--- config.mk ---
export PLATFORM = sky130hd
export DESIGN_NAME = line_deframer_crlf_unit_flat
export DESIGN_NICKNAME = d
export VERILOG_FILES = /design/src/rtl/core/ldc_pkg.sv /design/src/rtl/core/ldc_if.sv /design/src/rtl/core/ldc_ctrl.sv /design/src/rtl/core/ldc_dp.sv /design/src/rtl/core/line_deframer_crlf_unit.sv /design/src/flat_wrapper.sv
export VERILOG_INCLUDE_DIRS = /design/src /design/src/rtl/core
export SDC_FILE = /design/constraint.sdc
export NUM_CORES = 1
export LEC_CHECK = 0
export BUFFER_PORTS_ARGS = -buffer_cell sky130_fd_sc_hd__buf_2
export CAP_MARGIN = 20
export CORE_ASPECT_RATIO = 1.5
export CORE_MARGIN = 2
export CORE_UTILIZATION = 60
export DETAILED_ROUTE_END_ITERATION = 7
export GPL_TIMING_DRIVEN = 0
export MAX_ROUTING_LAYER = met4
export PLACE_DENSITY = 0.76
export SYNTH_ARGS = -nofsm -noshare
export SYNTH_HDL_FRONTEND = slang
export SYNTH_SLANG_ARGS = --single-unit
export TNS_END_PERCENT = 1
--- constraint.sdc ---
create_clock -name clock -period 4.2 [get_ports clock]
set_clock_uncertainty 0.2 [all_clocks]
set_input_delay 1.05 -clock clock [delete_from_list [all_inputs] [get_ports clock]]
set_output_delay 1.05 -clock clock [all_outputs]
set_load 0.01 [all_outputs]
--- src/rtl/core/assert_macros.svh ---
// ----------------------------------------------------------------------------
// assert_macros.svh
// Assertion shorthands shared by the RTL. Define ASSERT_OFF to drop them.
// ----------------------------------------------------------------------------
`ifndef ASSERT_MACROS_SVH
`define ASSERT_MACROS_SVH

`ifndef ASSERT_OFF
// same-cycle implication
`define ASSERT_IMPLIES(label, clk, rst, ante, cons) \
   label: assert property (@(posedge clk) disable iff (rst) (ante) |-> (cons)) \
      else $error("assertion failed: same-cycle implication");
// next-cycle implication
`define ASSERT_NEXT(label, clk, rst, ante, cons) \
   label: assert property (@(posedge clk) disable iff (rst) (ante) |=> (cons)) \
      else $error("assertion failed: next-cycle implication");
`else
`define ASSERT_IMPLIES(label, clk, rst, ante, cons)
`define ASSERT_NEXT(label, clk, rst, ante, cons)
`endif

`endif

--- src/rtl/core/ldc_pkg.sv ---
// ----------------------------------------------------------------------------
// ldc_pkg
// Shared constants, state type and controller/datapath bundles of the
// CR/LF line deframer.
// ----------------------------------------------------------------------------
package ldc_pkg;

   localparam int BYTE_W       = 8;
   localparam int LINE_LEN_W   = 6;
   localparam int DEF_MAX_LINE = 64;

   localparam logic [BYTE_W-1:0] CH_CR = 8'h0D;
   localparam logic [BYTE_W-1:0] CH_LF = 8'h0A;

   typedef enum logic [1:0] {
      ST_IDLE,
      ST_READ,
      ST_SHOW
   } ldc_state_type;

   // controller -> datapath
   typedef struct packed {
      logic accept;   // input transaction taken this cycle
      logic start;    // terminator opens a readout
      logic read;     // fetch store entry at read index
      logic advance;  // step read index to the next byte
      logic finish;   // line delivered, clear fill count
   } ldc_cmd_type;

   // datapath -> controller
   typedef struct packed {
      logic is_term;    // incoming byte is CR or LF
      logic swallow;    // LF right after CR
      logic fill_zero;  // no bytes stored
      logic at_last;    // current result is the final one of the line
   } ldc_stat_type;

endpackage

--- src/rtl/core/ldc_if.sv ---
// ----------------------------------------------------------------------------
// ldc_req_if / ldc_rsp_if
// Valid/ready channels for received bytes and for line output.
// ----------------------------------------------------------------------------
interface ldc_req_if import ldc_pkg::*; ();
   logic              valid;
   logic              ready;
   logic [BYTE_W-1:0] in_byte;

   modport source (output valid, output in_byte, input ready);
   modport sink   (input valid, input in_byte, output ready);
endinterface

interface ldc_rsp_if import ldc_pkg::*; ();
   logic                  valid;
   logic                  ready;
   logic [BYTE_W-1:0]     out_byte;
   logic                  last;
   logic                  empty_line;
   logic [LINE_LEN_W-1:0] line_length;

   modport source (output valid, output out_byte, output last, output empty_line,
                   output line_length, input ready);
   modport sink   (input valid, input out_byte, input last, input empty_line,
                   input line_length, output ready);
endinterface

--- src/rtl/core/ldc_ctrl.sv ---
// ----------------------------------------------------------------------------
// ldc_ctrl
// Sequencer: takes bytes while idle, then walks the stored line out
// one byte per fetch/present pair.
// ----------------------------------------------------------------------------
module ldc_ctrl import ldc_pkg::*; (
   input  logic         clock,
   input  logic         reset,
   input  logic         req_valid,
   output logic         req_ready,
   output logic         rsp_valid,
   input  logic         rsp_ready,
   input  ldc_stat_type stat,
   output ldc_cmd_type  cmd
);

   ldc_state_type state_ff, state_in;

   // state register
   always_ff @(posedge clock) begin
      if (reset) begin
         state_ff <= ST_IDLE;
      end else begin
         state_ff <= state_in;
      end
   end

   // next state
   always_comb begin
      state_in = state_ff;
      case (state_ff)
         ST_IDLE: begin
            if (req_valid && stat.is_term && !stat.swallow) begin
               state_in = stat.fill_zero ? ST_SHOW : ST_READ;
            end
         end
         ST_READ: begin
            state_in = ST_SHOW;
         end
         ST_SHOW: begin
            if (rsp_ready) begin
               state_in = stat.at_last ? ST_IDLE : ST_READ;
            end
         end
         default: state_in = ST_IDLE;
      endcase
   end

   // outputs
   always_comb begin
      req_ready = 1'b0;
      rsp_valid = 1'b0;
      cmd       = '0;
      case (state_ff)
         ST_IDLE: begin
            req_ready  = 1'b1;
            cmd.accept = req_valid;
            cmd.start  = req_valid && stat.is_term && !stat.swallow;
         end
         ST_READ: begin
            cmd.read = 1'b1;
         end
         ST_SHOW: begin
            rsp_valid   = 1'b1;
            cmd.advance = rsp_ready && !stat.at_last;
            cmd.finish  = rsp_ready && stat.at_last;
         end
         default: ;
      endcase
   end

endmodule

--- src/rtl/core/ldc_dp.sv ---
// ----------------------------------------------------------------------------
// ldc_dp
// Line store, fill count, CR history, read index and result register.
// ----------------------------------------------------------------------------
module ldc_dp import ldc_pkg::*; #(
   parameter int MAX_LINE = DEF_MAX_LINE
) (
   input  logic                  clock,
   input  logic                  reset,
   input  ldc_cmd_type           cmd,
   input  logic [BYTE_W-1:0]     in_byte,
   output ldc_stat_type          stat,
   output logic [BYTE_W-1:0]     out_byte,
   output logic                  last,
   output logic                  empty_line,
   output logic [LINE_LEN_W-1:0] line_length
);

   localparam int STORE_DEPTH = MAX_LINE - 1;
   localparam int CNT_W       = $clog2(MAX_LINE);
   localparam int IDX_W       = (STORE_DEPTH > 1) ? $clog2(STORE_DEPTH) : 1;
   localparam logic [CNT_W-1:0] FULL_CNT = CNT_W'(STORE_DEPTH);

   logic [BYTE_W-1:0] mem [STORE_DEPTH];

   logic [CNT_W-1:0]  fill_ff, fill_in;
   logic [CNT_W-1:0]  rd_idx_ff, rd_idx_in;
   logic              prev_cr_ff, prev_cr_in;
   logic              empty_ff, empty_in;
   logic [BYTE_W-1:0] rd_data_ff;

   logic is_cr, is_lf, store_en;

   // classify incoming byte
   assign is_cr    = (in_byte == CH_CR);
   assign is_lf    = (in_byte == CH_LF);
   assign store_en = cmd.accept && !(is_cr || is_lf) && (fill_ff < FULL_CNT);

   assign stat.is_term   = is_cr || is_lf;
   assign stat.swallow   = prev_cr_ff && is_lf;
   assign stat.fill_zero = (fill_ff == '0);
   assign stat.at_last   = empty_ff || ((rd_idx_ff + CNT_W'(1)) == fill_ff);

   // next values of control registers
   always_comb begin
      fill_in    = fill_ff;
      rd_idx_in  = rd_idx_ff;
      prev_cr_in = prev_cr_ff;
      empty_in   = empty_ff;
      if (cmd.accept) begin
         prev_cr_in = is_cr;
      end
      if (store_en) begin
         fill_in = fill_ff + CNT_W'(1);
      end
      if (cmd.start) begin
         rd_idx_in = '0;
         empty_in  = (fill_ff == '0);
      end
      if (cmd.advance) begin
         rd_idx_in = rd_idx_ff + CNT_W'(1);
      end
      if (cmd.finish) begin
         fill_in = '0;
      end
   end

   always_ff @(posedge clock) begin
      if (reset) begin
         fill_ff    <= '0;
         rd_idx_ff  <= '0;
         prev_cr_ff <= 1'b0;
         empty_ff   <= 1'b0;
      end else begin
         fill_ff    <= fill_in;
         rd_idx_ff  <= rd_idx_in;
         prev_cr_ff <= prev_cr_in;
         empty_ff   <= empty_in;
      end
   end

   // line store: write on stored byte, registered read
   always_ff @(posedge clock) begin
      if (store_en) begin
         mem[fill_ff[IDX_W-1:0]] <= in_byte;
      end
   end

   always_ff @(posedge clock) begin
      if (cmd.read) begin
         rd_data_ff <= mem[rd_idx_ff[IDX_W-1:0]];
      end
   end

   // result fields
   assign out_byte    = empty_ff ? '0 : rd_data_ff;
   assign last        = stat.at_last;
   assign empty_line  = empty_ff;
   assign line_length = LINE_LEN_W'(fill_ff);

endmodule

--- src/rtl/core/line_deframer_crlf_unit.sv ---
// ----------------------------------------------------------------------------
// line_deframer_crlf_unit
// CR/LF line splitter. Bytes enter on the req channel, one per transaction.
// CR or LF ends a line; an LF directly after a CR is dropped, so CRLF is one
// terminator. Up to MAX_LINE-1 bytes per line are kept, later ones dropped.
// On a terminator the stored bytes leave on the rsp channel in order, the
// final one flagged by last, each carrying line_length. A terminator with
// nothing stored gives one transaction with empty_line and last set.
// Ordinary bytes are taken back to back while idle. A terminator opens a
// readout during which req.ready is low: each line byte, the first one
// included, is fetched from the store in the read state and then presented
// in the show state until rsp.ready; an empty line is presented the cycle
// after its terminator. The registered read of the line store sets this
// pacing.
// A stall on rsp simply holds the presented transaction; nothing is lost.
// Reset (synchronous, active high) clears the fill count, CR history and
// sequencer; the store contents need no clearing.
// ----------------------------------------------------------------------------
`include "assert_macros.svh"

module line_deframer_crlf_unit import ldc_pkg::*; #(
   parameter int MAX_LINE = DEF_MAX_LINE
) (
   input logic       clock,
   input logic       reset,
   ldc_req_if.sink   req_ch,
   ldc_rsp_if.source rsp_ch
);

   ldc_cmd_type  cmd;
   ldc_stat_type stat;

   // sequencer
   ldc_ctrl u_ctrl (
      .clock     (clock),
      .reset     (reset),
      .req_valid (req_ch.valid),
      .req_ready (req_ch.ready),
      .rsp_valid (rsp_ch.valid),
      .rsp_ready (rsp_ch.ready),
      .stat      (stat),
      .cmd       (cmd)
   );

   // storage and result fields
   ldc_dp #(
      .MAX_LINE (MAX_LINE)
   ) u_dp (
      .clock       (clock),
      .reset       (reset),
      .cmd         (cmd),
      .in_byte     (req_ch.in_byte),
      .stat        (stat),
      .out_byte    (rsp_ch.out_byte),
      .last        (rsp_ch.last),
      .empty_line  (rsp_ch.empty_line),
      .line_length (rsp_ch.line_length)
   );

   // handshake and shape terms for the checks below
   logic req_take, rsp_take, empty_shape_ok;

   assign req_take       = req_ch.valid && req_ch.ready;
   assign rsp_take       = rsp_ch.valid && rsp_ch.ready;
   assign empty_shape_ok = rsp_ch.last && (rsp_ch.line_length == '0) &&
                           (rsp_ch.out_byte == '0);

   // no byte is taken while a line is being presented
   `ASSERT_IMPLIES(a_no_take_during_show, clock, reset, req_take, !rsp_ch.valid)
   // after the final transaction of a line the block is ready again
   `ASSERT_NEXT(a_ready_after_last, clock, reset, rsp_take && rsp_ch.last, req_ch.ready)
   // an empty line is a single transaction of length zero
   `ASSERT_IMPLIES(a_empty_shape, clock, reset, rsp_ch.valid && rsp_ch.empty_line, empty_shape_ok)

endmodule
--- src/flat_wrapper.sv ---
// flat-port wrapper written by rule: the top's interface ports become plain ports
module line_deframer_crlf_unit_flat import ldc_pkg::*;
#(
   parameter int MAX_LINE = DEF_MAX_LINE
)
  (clock, reset, req_ch_valid, req_ch_in_byte, req_ch_ready, rsp_ch_valid, rsp_ch_out_byte, rsp_ch_last, rsp_ch_empty_line, rsp_ch_line_length, rsp_ch_ready);
  ldc_req_if req_ch_i ();
  ldc_rsp_if rsp_ch_i ();
  input logic clock;
  input logic reset;
  input wire logic [$bits(req_ch_i.valid)-1:0] req_ch_valid;
  input wire logic [$bits(req_ch_i.in_byte)-1:0] req_ch_in_byte;
  output wire logic [$bits(req_ch_i.ready)-1:0] req_ch_ready;
  output wire logic [$bits(rsp_ch_i.valid)-1:0] rsp_ch_valid;
  output wire logic [$bits(rsp_ch_i.out_byte)-1:0] rsp_ch_out_byte;
  output wire logic [$bits(rsp_ch_i.last)-1:0] rsp_ch_last;
  output wire logic [$bits(rsp_ch_i.empty_line)-1:0] rsp_ch_empty_line;
  output wire logic [$bits(rsp_ch_i.line_length)-1:0] rsp_ch_line_length;
  input wire logic [$bits(rsp_ch_i.ready)-1:0] rsp_ch_ready;
  assign req_ch_i.valid = req_ch_valid;
  assign req_ch_i.in_byte = req_ch_in_byte;
  assign req_ch_ready = req_ch_i.ready;
  assign rsp_ch_valid = rsp_ch_i.valid;
  assign rsp_ch_out_byte = rsp_ch_i.out_byte;
  assign rsp_ch_last = rsp_ch_i.last;
  assign rsp_ch_empty_line = rsp_ch_i.empty_line;
  assign rsp_ch_line_length = rsp_ch_i.line_length;
  assign rsp_ch_i.ready = rsp_ch_ready;
  line_deframer_crlf_unit #(.MAX_LINE(MAX_LINE)) u_core (.clock(clock), .reset(reset), .req_ch(req_ch_i), .rsp_ch(rsp_ch_i));
endmodule
==> results.yml, run 1 <==
synth:
  synthCells: 1039
  synthSimpleGateAreaFrac_pct: 4.26
  muxShareOfSynthArea_pct: 16.7
  ys_ff_latch: 528
  synth_edf_count: 512
  async_reset_ff_share_pct: 0
  synth_fa_ha_area_share_pct: 0.178
  synth_fp_nets: 1054
  avgSynthCellArea_um2: 20.3
  synth_compound_area_share_pct: 2.06
  synthFlopType: "edfxtp_1"
  syn_area_mm2: 0.0210
  synth_seq_area_share_pct: 74.6
  synth_top_family_by_area: "multiplexers"
  yosys_warnings: 0
  synth_cell_types: 57
  yosys.area_share.xor_xnor_pct: 0.499
sta:
  drv_slew: 0
  fin_ws_ns: 0.330
  maxSlewHeadroom_pct: 35.4
  worst_pin_slew_ns: 0.965
  setup_viol: 0
  fin_crit_ns: 3.87
  period_share_pct: 92.1
  hold_violations: 0
  rsz0062_at_grt: "no"
  max_freq_ghz: 0.258
route:
  dr.pass1.iters: 7
  wire_per_inst_um: 30.3
  ant_nets: 0
  drc: 0
  drt-total-wl_um: 49300
  drtIter0Drc: 957
  vias: 10547
  vias_per_cell: 6.48
job:
  drv_cap: 0
clock_network:
  cts_sinks: 528
  cts.htree.levels: 2
  clk_latency_ns: 0.56
  postCtsHoldBufs: 0
  clk_path_buf_depth: 3
  cts_buffers: 46
  clock-root-buffer: "clkbuf_16"
  clk_pin_slew_ns: 0.06
  cts_tree: "done"
layout:
  final_cell_mix: "edfxtp_1, mux4_2, nor2_1"
  stdcell_count: 1628
  layout-drive-gt1-share_pct: 23.5
  final_common_cell: "edfxtp_1"
  antennaDiodeCount: 0
  utilization_pct: 67.2
  nets: 1139
  area_delta_synth_final_pct: 11.0
critical_path:
  critPathBufInv: 2
  start_kind: "input port"
  crit_family: "simple AND/OR/NAND/NOR gates"
  required_ns: 4.17
  cpMaxStageDelayCell: "nor2_1"
  arrival_ns: 3.84
  crit_fanout: 35
  crit_type: "input port to flop"
  critical_path.cell_chain: "buf_2, buf_12, nor4_1, o211ai_1, and3_1, nand2_1, nor2_1"
  crit_start: "req_ch_in_byte[4]"
  r2r_slack_ns: 0.55
  slowest_delay_ns: 0.90
  r2r-start: "u_core.u_dp.rd_idx_ff[1]"
  end_kind: "flop"
placement:
  numPortBuffers: 29
  place_inst: 1544
  post-place-ws_ns: -0.612
  gp_congestion: 0.936
  place_hpwl_um: 32600
pwr:
  total_leakage_power_nw: 7.06
  ir_drop_mv: 0.432
  power_density_mw_per_mm2: 430
floorplanning:
  die_x_um: 157
  rows: 84
  ios: 30
  die-area_mm2: 0.0366
  initial_core_util_pct: 60.5
  coreArea_mm2: 0.0348
  die_h_um: 233
grt:
  grtUsageTotal_pct: 28.6
  grt-ovfl-total: 0
  antenna_found_initial: 0
  grt_max_degree: 67
  grt_pass1_wl_um: 70600
  first_global_vias: 10473
run_status:
  outcome: "finished clean"
worst_hold_path:
  min_from: "u_core.u_dp.prev_cr_ff"
  hold_class: "flop to flop"
-- flip-flops by register name (all words and copies together), names as in the netlist --
signal,cells
u_core.u_dp.line_length,6
u_core.u_dp.rd_data_ff,8
u_core.u_dp.empty_line,1
u_core.u_ctrl.state_ff,2
u_core.u_dp.mem,504
u_core.u_dp.rd_idx_ff,6
u_core.u_dp.prev_cr_ff,1
-- Yosys cell counts, drive strengths merged (2+ instances only) --
cell type / instances / area [µm²]
o41ai: 2 / 17.5
o22ai: 2 / 12.5
mux2i: 48 / 480
xor2: 4 / 35.0
mux2: 2 / 22.5
a21oi: 17 / 85.1
edfxtp: 512 / 15400
o211ai: 2 / 15.0
o21ai: 8 / 40.0
nand2: 33 / 124
nor3b: 3 / 22.5
nand2b: 4 / 25.0
buf: 43 / 302
ha: 3 / 37.5
nand4: 2 / 12.5
and2: 5 / 31.3
inv: 4 / 15.0
nor2b: 16 / 100
and3: 4 / 25.0
nor3: 5 / 25.0
a2111oi: 4 / 48.8
nor2: 95 / 357
o221ai: 6 / 52.6
or3b: 2 / 17.5
nand3b: 4 / 30.0
o32a: 2 / 20.0
o21bai: 2 / 15.0
nand3: 7 / 35.0
clkbuf: 14 / 52.6
or4b: 2 / 20.0
dfxtp: 16 / 320
or2: 2 / 12.5
mux4: 132 / 3010
xnor2: 8 / 70.1
a211oi: 11 / 82.6
-- metal layers --
metal | up-vias | wire length, µm | GRT usage (%)
met3 | 124 | 3570 | 4.49
met5 | - | 0 | -
met4 | 0 | 2290 | 10.8
met2 | 540 | 25500 | 48.0
met1 | 5462 | 18000 | 35.6
li1 | 4421 | - | -
-- worst reg2reg max path, cell delays in order, from the launching register on --
cell,delay (ns)
dfxtp_1,0.37
buf_2,0.32
buf_4,0.28
clkbuf_1,0.61
buf_2,0.51
mux2i_1,0.45
nor3_1,0.08
a2111oi_0,0.44
nor2_1,0.12
-- metrics by stage --
step                total power [mW]  instance area (µm²)  hold slack (ns)  TNS, ns
finish                          10.0                23400            0.275        0
floorplan                       5.97                21000            0.232        0
CTS                             10.1                23300            0.266        0
global placement                6.10                21800            0.247  -163.59
global route                    10.3                23400            0.299        0
detailed placement              6.11                21800            0.258  -227.68
-- what timing repair did --
item,in CTS,in global routing
endpoints found under the setup margin,10,0
resized for setup,2,0
buffers inserted,0,0
-- worst paths after layout --
check,to,cells past startpoint
setup reg to reg,u_core.u_dp.rd_data_ff[6],8
setup / recovery,u_core.u_dp.mem[5][3],7
hold reg to reg,u_core.u_dp.prev_cr_ff,2
hold / removal,u_core.u_dp.prev_cr_ff,2
-- cells by family after synthesis --
group	Yosys count
AND/OR/NAND/NOR	191
adder cells (fa/ha/maj)	3
multiplexers	182
flip-flops	528
XOR/XNOR	12
buffers and inverters	62
AO/OA/AOI/OAI	61
-- report_power, final --
part / switching, mW / internal, mW / leakage (nW)
Clock: 1.80 / 2.23 / 0.690
Sequential: 0.00767 / 5.79 / 4.74
Combinational: 0.156 / 0.0543 / 1.64
-- layout make-up --
type,instances,area (µm²)
inverters,5,18.8
multi-input cells,449,4990
plain buffers,57,354
clock buffers,55,1250
fillers,2211,11400
clock inverters,24,165
flip-flops and latches,528,15700
well taps,473,592
repair buffers,37,305
No activity file was read; power rests on OpenSTA's default activity.
==> run 2: changes to the inputs <==
Clock period 4.2 ns to 3.63 ns, I/O delays scaled along.
==> run 2 against run 1 <==
Against the previous run:
- non-clock buffer count decreased by 4
- combinational power rose by 13%
- clock power is 16% higher
- the run now ends with negative setup slack left
- sequential power grew 16%
- register-to-register slack got worse by 0.39 ns
- global-route usage about the same
- total power grew 16%
==> results.yml, run 2 (synthesized netlist as in run 1, its figures left out) <==
run_status:
  outcome: "finished, violations left"
  violations: "negative setup slack"
sta:
  drv_slew: 0
  rsz0062_at_grt: "yes"
  holdWs_ns: 0.269
  period_share_pct: 102
  fin_tns_setup_ns: -1.87
  fin_ws_ns: -0.0615
  hold_violations: 0
  fin_crit_ns: 3.69
  max_freq_ghz: 0.271
  maxSlewHeadroom_pct: 39.6
  worst_pin_slew_ns: 0.906
  setup_viol: 76
critical_path:
  start_kind: "input port"
  required_ns: 3.60
  cpMaxStageDelayCell: "nor2_1"
  crit_family: "simple AND/OR/NAND/NOR gates"
  ff2ff_path_depth: 7
  r2r-start: "u_core.u_dp.rd_idx_ff[1]"
  critPathBufInv: 1
  crit_type: "input port to flop"
  slowest_delay_ns: 0.91
  r2r_slack_ns: 0.16
  r2r_end: "u_core.u_dp.rd_data_ff[5]"
  crit_fanout: 66
  arrival_ns: 3.66
  end_kind: "flop"
  critical_path.cell_chain: "buf_4, and3b_1, o211ai_1, nand4_1, nor2_1"
clock_network:
  postCtsHoldBufs: 0
  cts_tree: "done"
  cts_buffers: 46
  clk_latency_ns: 0.56
  clk_path_buf_depth: 3
  clock-root-buffer: "clkbuf_16"
  clk_pin_slew_ns: 0.06
  cts.htree.levels: 2
  cts_sinks: 528
  post_cts_buffers: 0
grt:
  first_global_vias: 10472
  grt_max_degree: 67
  grt-ovfl-total: 0
  antenna_found_initial: 0
  grt_pass1_wl_um: 70600
  grtUsageTotal_pct: 28.6
pwr:
  power.internal_mw: 9.34
  ir_drop_mv: 0.501
  p_sw_share_pct: 19.5
  comb_power_share_pct: 2.0
  clock_power_share_pct: 40.1
  power_density_mw_per_mm2: 496
  total_leakage_power_nw: 7.03
  power_frac_seq_pct: 57.8
  p_switching_mw: 2.26
layout:
  antennaDiodeCount: 0
  nets: 1135
  final_cell_mix: "edfxtp_1, mux4_2, nor2_1"
  largest_register_ffs: 504
  area_delta_synth_final_pct: 11.2
  final_common_cell: "edfxtp_1"
  layout-drive-gt1-share_pct: 26.8
floorplanning:
  rows: 84
  ios: 30
  die_h_um: 233
  initial_core_util_pct: 60.5
  die-area_mm2: 0.0366
  coreArea_mm2: 0.0348
  die_x_um: 157
route:
  vias: 10496
  ant_nets: 0
  drtIter0Drc: 1125
  vias_per_cell: 6.46
  dr.pass1.iters: 5
  drc: 0
  wire_per_inst_um: 30.2
  drt-total-wl_um: 49100
placement:
  numPortBuffers: 29
  gp_congestion: 0.936
  place_hpwl_um: 32600
job:
  drv_cap: 0
worst_hold_path:
  hold_class: "flop to flop"
  holdPathStages: 2
  min_from: "u_core.u_dp.prev_cr_ff"
  hold_path_end: "u_core.u_dp.prev_cr_ff"
run 2: final cells by class:
class / instances / area (µm²)
buffer: 57 / 357
clock buffer: 55 / 1250
clock inverter: 24 / 165
fill: 2203 / 11400
inverter: 5 / 18.8
multi-input combinational: 449 / 5090
sequential: 528 / 15700
tap: 473 / 592
timing repair buffer: 33 / 235
run 2: per-stage QoR:
step                      worst slack [ns]  cells  power [mW]  utilization [%]  area, µm²
after floorplan                      0.886   1039        6.91                -      21000
after global placement              -0.922   1541        7.05             62.6      21800
after detailed placement             -1.04   1544        7.07             62.8      21800
after CTS                          -0.0109   1623        11.6             66.9      23300
after global routing                -0.165   1624        11.9             67.3      23400
final                              -0.0615   1624        11.6             67.3      23400
run 2: worst min-delay path, stage by stage (launching register included):
cell and delay [ns]:
dfxtp_1 0.31, nand2_1 0.05, a21oi_1 0.06
run 2: worst max-delay path by stage:
stage / slack, ns / startpoint / depth (start not counted) / endpoint
after detailed placement: -1.04 / req_ch_in_byte[1] / 6 / u_core.u_dp.mem[45][2]
after global routing: -0.17 / req_ch_in_byte[1] / 5 / u_core.u_dp.mem[15][3]
after floorplan: 0.89 / req_ch_in_byte[2] / 6 / u_core.u_dp.mem[50][0]
final: -0.06 / req_ch_in_byte[1] / 5 / u_core.u_dp.mem[15][3]
after global placement: -0.92 / req_ch_in_byte[1] / 5 / u_core.u_dp.mem[47][7]
after CTS: -0.01 / req_ch_in_byte[1] / 5 / u_core.u_dp.mem[55][3]
run 2: per-layer routing:
| layer | GRT usage, % | routed length [µm] | vias to the layer above | share of wire (%) |
|---|---|---|---|---|
| met2 | 48.0 | 25700 | 507 | 52 |
| li1 | - | - | 4415 | - |
| met1 | 35.6 | 18000 | 5474 | 37 |
| met5 | - | 0 | - | 0 |
| met4 | 10.8 | 1840 | 0 | 3.7 |
| met3 | 4.49 | 3520 | 100 | 7.2 |
run 2: power groups by stage:
stage | combinational [mW] | sequential, mW | clock (mW)
after floorplan | 0.0721 | 6.84 | 0
after global placement | 0.210 | 6.84 | 0
after detailed placement | 0.228 | 6.84 | 0
after CTS | 0.230 | 6.71 | 4.70
after global routing | 0.252 | 6.71 | 4.93
final | 0.237 | 6.71 | 4.66
run 2: what timing repair did:
| item | CTS | global route |
|---|---|---|
| endpoints found under the hold margin | 0 | 0 |
| gates resized for setup | 11 | 39 |
| setup endpoints to repair | 505 | 370 |
